[src/hw/rtl/npm_pkg.sv]
// Shared constants, codes and types of the negacyclic polynomial multiplier.
package npm_pkg;

	localparam int COEFF_COUNT = 1024;
	localparam int IDX_W       = 10;
	localparam int VAL_W       = 64;
	localparam int HALF_W      = VAL_W / 2;
	localparam int AW          = $clog2(COEFF_COUNT);

	typedef enum logic [1:0] {
		CMD_WRITE_FIRST  = 2'd0,
		CMD_WRITE_SECOND = 2'd1,
		CMD_MULTIPLY     = 2'd2,
		CMD_READ         = 2'd3
	} cmd_t;

	localparam logic KIND_READ = 1'b0;
	localparam logic KIND_DONE = 1'b1;

	typedef enum logic [2:0] {
		ST_IDLE,
		ST_MAC,
		ST_DRAIN,
		ST_READ,
		ST_RESULT
	} state_t;

	// controller -> datapath
	typedef struct packed {
		logic accept;    // request taken this cycle
		logic start_mul; // clear the term counters
		logic issue;     // issue one multiply-accumulate term
		logic load_out;  // load the result register
		logic out_kind;  // kind of the result being loaded
	} npm_cmd_t;

	// datapath -> controller
	typedef struct packed {
		logic issue_last; // the final term is being issued
		logic pipe_empty; // no term in flight
	} npm_stat_t;

endpackage

[src/hw/rtl/npm_ctrl.sv]
// Controller: request sequencing and result handshake.
module npm_ctrl
	import npm_pkg::*;
(
	input  logic       clk,
	input  logic       arst_n,
	input  logic       in_valid,
	output logic       in_ready,
	input  logic [1:0] command,
	output logic       out_valid,
	input  logic       out_ready,
	input  npm_stat_t  stat,
	output npm_cmd_t   cmd
);

	state_t state_q, state_nxt;
	logic   kind_q, kind_nxt;
	logic   slot_free;

	assign slot_free = !out_valid || out_ready;

	always_ff @(posedge clk or negedge arst_n) begin
		if (!arst_n) begin
			state_q   <= ST_IDLE;
			kind_q    <= KIND_READ;
			out_valid <= 1'b0;
		end else begin
			state_q <= state_nxt;
			kind_q  <= kind_nxt;
			if (cmd.load_out) begin
				out_valid <= 1'b1;
			end else if (out_ready) begin
				out_valid <= 1'b0;
			end
		end
	end

	always_comb begin
		state_nxt     = state_q;
		kind_nxt      = kind_q;
		in_ready      = 1'b0;
		cmd           = '0;
		cmd.out_kind  = kind_q;
		case (state_q)
			ST_IDLE: begin
				in_ready   = 1'b1;
				cmd.accept = in_valid;
				if (in_valid) begin
					case (cmd_t'(command))
						CMD_MULTIPLY: begin
							cmd.start_mul = 1'b1;
							kind_nxt      = KIND_DONE;
							state_nxt     = ST_MAC;
						end
						CMD_READ: begin
							kind_nxt  = KIND_READ;
							state_nxt = ST_READ;
						end
						default: ;
					endcase
				end
			end
			ST_MAC: begin
				cmd.issue = 1'b1;
				if (stat.issue_last) begin
					state_nxt = ST_DRAIN;
				end
			end
			ST_DRAIN: begin
				if (stat.pipe_empty) begin
					state_nxt = ST_RESULT;
				end
			end
			ST_READ: begin
				state_nxt = ST_RESULT;
			end
			ST_RESULT: begin
				if (slot_free) begin
					cmd.load_out = 1'b1;
					state_nxt    = ST_IDLE;
				end
			end
			default: begin
				state_nxt = ST_IDLE;
			end
		endcase
	end

endmodule

[config.mk]
export PLATFORM = sky130hd
export DESIGN_NAME = npm_ctrl
export DESIGN_NICKNAME = d
export VERILOG_FILES = /design/src/hw/rtl/npm_pkg.sv /design/src/hw/rtl/npm_ctrl.sv
export SDC_FILE = /design/constraint.sdc
export NUM_CORES = 1
export LEC_CHECK = 0
export ABC_AREA = 1
export BUFFER_PORTS_ARGS = -buffer_cell sky130_fd_sc_hd__buf_2
export CORE_AREA = 2 2 39 41
export DETAILED_ROUTE_END_ITERATION = 10
export DIE_AREA = 0 0 41 43
export GPL_TIMING_DRIVEN = 0
export PLACE_DENSITY = 0.43
export SYNTH_ARGS = -nofsm -noshare
export SYNTH_HDL_FRONTEND = slang
export SYNTH_SLANG_ARGS = --single-unit
[constraint.sdc]
create_clock -name clk -period 1.6 [get_ports clk]
set_input_delay 0.24 -clock clk [delete_from_list [all_inputs] [get_ports clk]]
set_output_delay 0.24 -clock clk [all_outputs]
set_load 0.01 [all_outputs]
; ---- After elaboration in Yosys (flattened, before gate mapping)
; Index checks and enable logic that the tools add are counted.
[totals]
memories = 0
word_cells = 37
register_bits = 5
ram_bits = 0
mem_bits_ro = 0
in_bits = 8
latch_bits = 0
out_inout_bits = 7
[op_classes]
n_eq_ne = 11
bitwise_logic = 0
n_reduce_logical = 7
shift = 0
magnitude_cmp = 0
n_addsub = 0
n_mux = 16
n_div = 0
n_mul = 0
[ops]
columns = cell, count
row1 = 3-bit case mux with 5 select lines, 1
row2 = 3-bit 2-to-1 mux, 4
row3 = 1-bit 2-to-1 mux, 8
row4 = "2-bit != test, second input constant", 4
row5 = "3-bit by 2-bit equality test with 1-bit output, second input constant", 2
row6 = 3-bit case mux with 2 select lines, 1
row7 = 5-bit AND reduction, 1
row8 = "2-bit equality test, second input constant", 2
row9 = 2-bit nonzero test, 2
row10 = "3-bit by 1-bit equality test with 1-bit output, second input constant", 1
row11 = "3-bit equality test, second input constant", 1
row12 = 3-bit logical NOT, 1
row13 = "3-bit by 1-bit != test with 1-bit output, second input constant", 1
row14 = 3-bit AND reduction, 1
row15 = 2-bit 2-to-1 mux, 1
row16 = 1-bit case mux with 2 select lines, 1
row17 = 1-bit logical NOT, 1
row18 = 1-bit logical OR, 1

; ---- Logic depth before layout (Yosys ltp)
[depth]
ltp_word = 5
depth_mapped = 7
mapped_depth_nobuf = 7

; ---- Worst setup path after synthesis
; Ideal clock, no wire load.
[synth_timing]
path_kind = register to output
startpoint = reg state_q[2]
endpoint = out cmd[3] in the netlist's numbering
n_path_buf = 0
arrival_ns = 1.021
required_ns = 1.360
stages_incl_launch_ff = 6
slack_ns = 0.339
cell_sequence = dfrtp_1 nor2_2 inv_2 nor2_4 nand3_2 nor2_1
[synth_rtl]
columns = element, line_no
row1 = from (decl), npm_ctrl.sv:16  ; state_t state_q, state_nxt;
row2 = from (signal assigned), npm_ctrl.sv:28  ; state_q <= state_nxt;
row3 = to (decl), npm_ctrl.sv:13  ; output npm_cmd_t cmd

==> impl_metrics.py <==
metrics = {
    "status": {
        "status": "finished clean",
    },
    "global_route": {
        "grt_pass1_wl_um": 972,
        "antenna_found_initial": 0,
        "overflow": 0,
        "grt_pass1_vias": 249,
        "grt_max_degree": 6,
        "grt.total_usage_pct": 8.99,
    },
    "place": {
        "dpl.hpwl_um": 495,
        "gp_congestion": 0.673,
        "portBuffers": 14,
        "dp_slack_ns": 0.263,
    },
    "final_layout": {
        "diodes": 0,
        "fin_util_pct": 32.7,
        "nNetsFinal": 72,
        "area_growth_pct": 49.0,
        "drive_above_1_share_pct": 42.9,
    },
    "sta": {
        "finalHoldViolCount": 0,
        "drv_slew": 0,
        "worst_pin_slew_ns": 0.229,
        "period_share_pct": 95.2,
        "setup_ws_ns": 0.0773,
        "slew_headroom_pct": 84.7,
        "finalCriticalPeriod_ns": 1.52,
        "finClkSkew_ns": 0.00185,
        "fmax_ghz": 0.657,
        "rsz0062_at_grt": "true",
        "tns_ns": 0,
        "setup_viol": 0,
    },
    "synthesis": {
        "netlist_area_um2": 304,
        "synth_cell_types": 15,
        "synth.area.top_cells": "dfrtp_1 41%, nand2_1 12%, nor2_1 8.6%, nand3_1 6.6%, inv_1 6.2%",
        "async_reset_ff_share_pct": 100,
        "synth-edff-count": 0,
        "synth-seq-cells": 5,
        "yosysWarnings": 0,
        "post-synth-top-count-cell": "nand2_1",
        "synth_ff_type": "dfrtp_1",
        "synth_seq_area_share_pct": 41.2,
        "syn_nets": 50,
        "synth_common_cells": "10 x nand2_1, 7 x nor2_1, 5 x dfrtp_1, 5 x inv_1, 4 x nand3_1",
        "synth.top_cell.area_share_pct": 41.2,
        "syn_area_per_cell_um2": 7.24,
        "synth_top_area_cell": "dfrtp_1",
        "synth_cells": 42,
    },
    "cts": {
        "clockBufferDepth": 2,
        "cts.clk_slew.worst_paths_ns": 0.04,
        "cts.htree.levels": 1,
        "root_buffer": "clkbuf_4",
        "clock_sinks": 5,
        "clock_latency_ns": 0.24,
        "cts_tree": "yes",
        "cts-buffers-inserted": 3,
    },
    "die": {
        "io_pins": 15,
        "die_w_um": 41,
        "core_um2": 1380,
        "row_count": 14,
        "chipHeight_um": 43,
        "dieArea_um2": 1760,
        "initial_core_util_pct": 22.0,
    },
    "drt": {
        "wl_per_cell_um": 8.03,
        "first_iter_violations": 4,
        "dr.pass1.iters": 4,
        "ant_nets": 0,
        "routed_via_density": 3.97,
        "vias": 314,
        "drc": 0,
        "wl_um": 634,
    },
    "worst_setup_path": {
        "crit_start": "state_q[1]",
        "worst_ep_required_time_ns": 1.36,
        "cp-start-kind": "flip-flop",
        "r2r-start": "state_q[1]",
        "crit_chain": "nor2_4 > inv_2 > nor2_4 > nand3_2 > nor2_1 > buf_2",
        "critPathKind": "flip-flop to output pin",
        "cp_slowest_cell": "dfrtp_2",
        "end_kind": "output pin",
        "critPathArrivalTime_ns": 1.28,
        "cp_max_fo": 4,
        "max_stage_delay_ns": 0.43,
        "cp_common_cell": "nor2_4",
    },
    "pwr": {
        "net-switching-power_mw": 0.311,
        "power_frac_comb_pct": 50.4,
        "pwr-share-seq_pct": 30.8,
        "vdd_ir_drop_max_v": 0.000631,
        "p_per_area_nw_per_um2": 1690,
        "leakage_nw": 0.260,
        "p_clk_share_pct": 18.8,
        "internal_power_mw": 0.456,
        "power.share.switching_pct": 40.5,
    },
    "run": {
        "maxCapViolCount": 0,
    },
    "hold_path": {
        "worstHoldPathType": "input port to flip-flop",
        "worst_hold_startpoint": "command[0]",
    },
}
==> final timing paths <==
kind,to,slack (ns),cells past startpoint
setup / recovery,cmd[3],0.08,6
hold / removal,kind_q,0.20,2
setup reg to reg,kind_q,0.41,7
hold reg to reg,kind_q,0.50,2
max in group asynchronous,state_q[1],1.11,2
min in group asynchronous,state_q[2],0.35,2
==> flip-flops by register name (all words and copies together), names as in the netlist <==
signal     count
kind_q         1
out_valid      1
state_q        3
==> worst max-delay path, delay by kind of cell (launching register included) <==
| kind | cells | cell delay (ns) |
|---|---|---|
| AND/OR/NAND/NOR | 4 | 0.41 |
| buffers and inverters | 2 | 0.20 |
| flip-flops | 1 | 0.43 |
==> stage by stage <==
stage	area [µm²]	power [mW]	instances	hold WS, ns
floorplan	304	0.471	42	-0.0556
global placement	394	0.588	72	0.0594
detailed placement	394	0.584	72	0.0608
CTS	435	0.749	77	0.202
global route	453	0.846	79	0.199
finish	453	0.767	79	0.205
==> placed cells by master, fill, tap and decap left out <==
cell,n
buf_2,14
nand2_1,10
nor2_1,7
inv_1,5
nand3_1,4
buf_4,3
clkbuf_4,3
dfrtp_1,3
nor2_4,2
nand3b_1,2
dfrtp_2,2
inv_2,1
nand3_2,1
and3_2,1
o21ai_1,1
o21ai_0,1
a21oi_1,1
clkbuf_1,1
dlygate4sd3_1,1
==> cell families (layout without fill, tap and decap cells) <==
logic type	Yosys count	in the layout	share of synthesized area [%]
buf+inv	7	28	9.88
flops	5	5	41.2
compound gates	3	3	4.93
simple gates	27	27	44.0
==> metal layers <==
layer	GRT usage, %	part of all wire [%]	routed length [µm]	up-vias
li1	-	-	-	174
met3	9.42	8.7	55	0
met5	0	0	0	-
met1	12.5	51	323	130
met4	2.00	0	0	0
met2	9.38	40	255	10
==> power groups by stage <==
| stage | clock (mW) | sequential, mW | combinational, mW |
|---|---|---|---|
| after floorplan | 0 | 0.225 | 0.246 |
| after detailed placement | 0 | 0.228 | 0.356 |
| after global placement | 0 | 0.230 | 0.358 |
| after global routing | 0.166 | 0.245 | 0.435 |
| final | 0.144 | 0.236 | 0.386 |
| after CTS | 0.153 | 0.232 | 0.364 |
==> timing repair <==
item                       CTS  global route
buffers inserted             0             2
resized for setup            1             2
hold buffers                 1             0
pin swaps                    0             1
setup endpoints to repair    1             1
hold endpoints to repair     5             0
==> layout make-up <==
class	instances	area [µm²]
Multi-Input combinational cell	30	154
Clock buffer	4	26.3
Timing Repair Buffer	17	95.1
Inverter	6	22.5
Buffer	1	7.51
Tap cell	16	20.0
Fill cell	163	931
Sequential cell	5	128
Power figures use the tool's default switching activity.
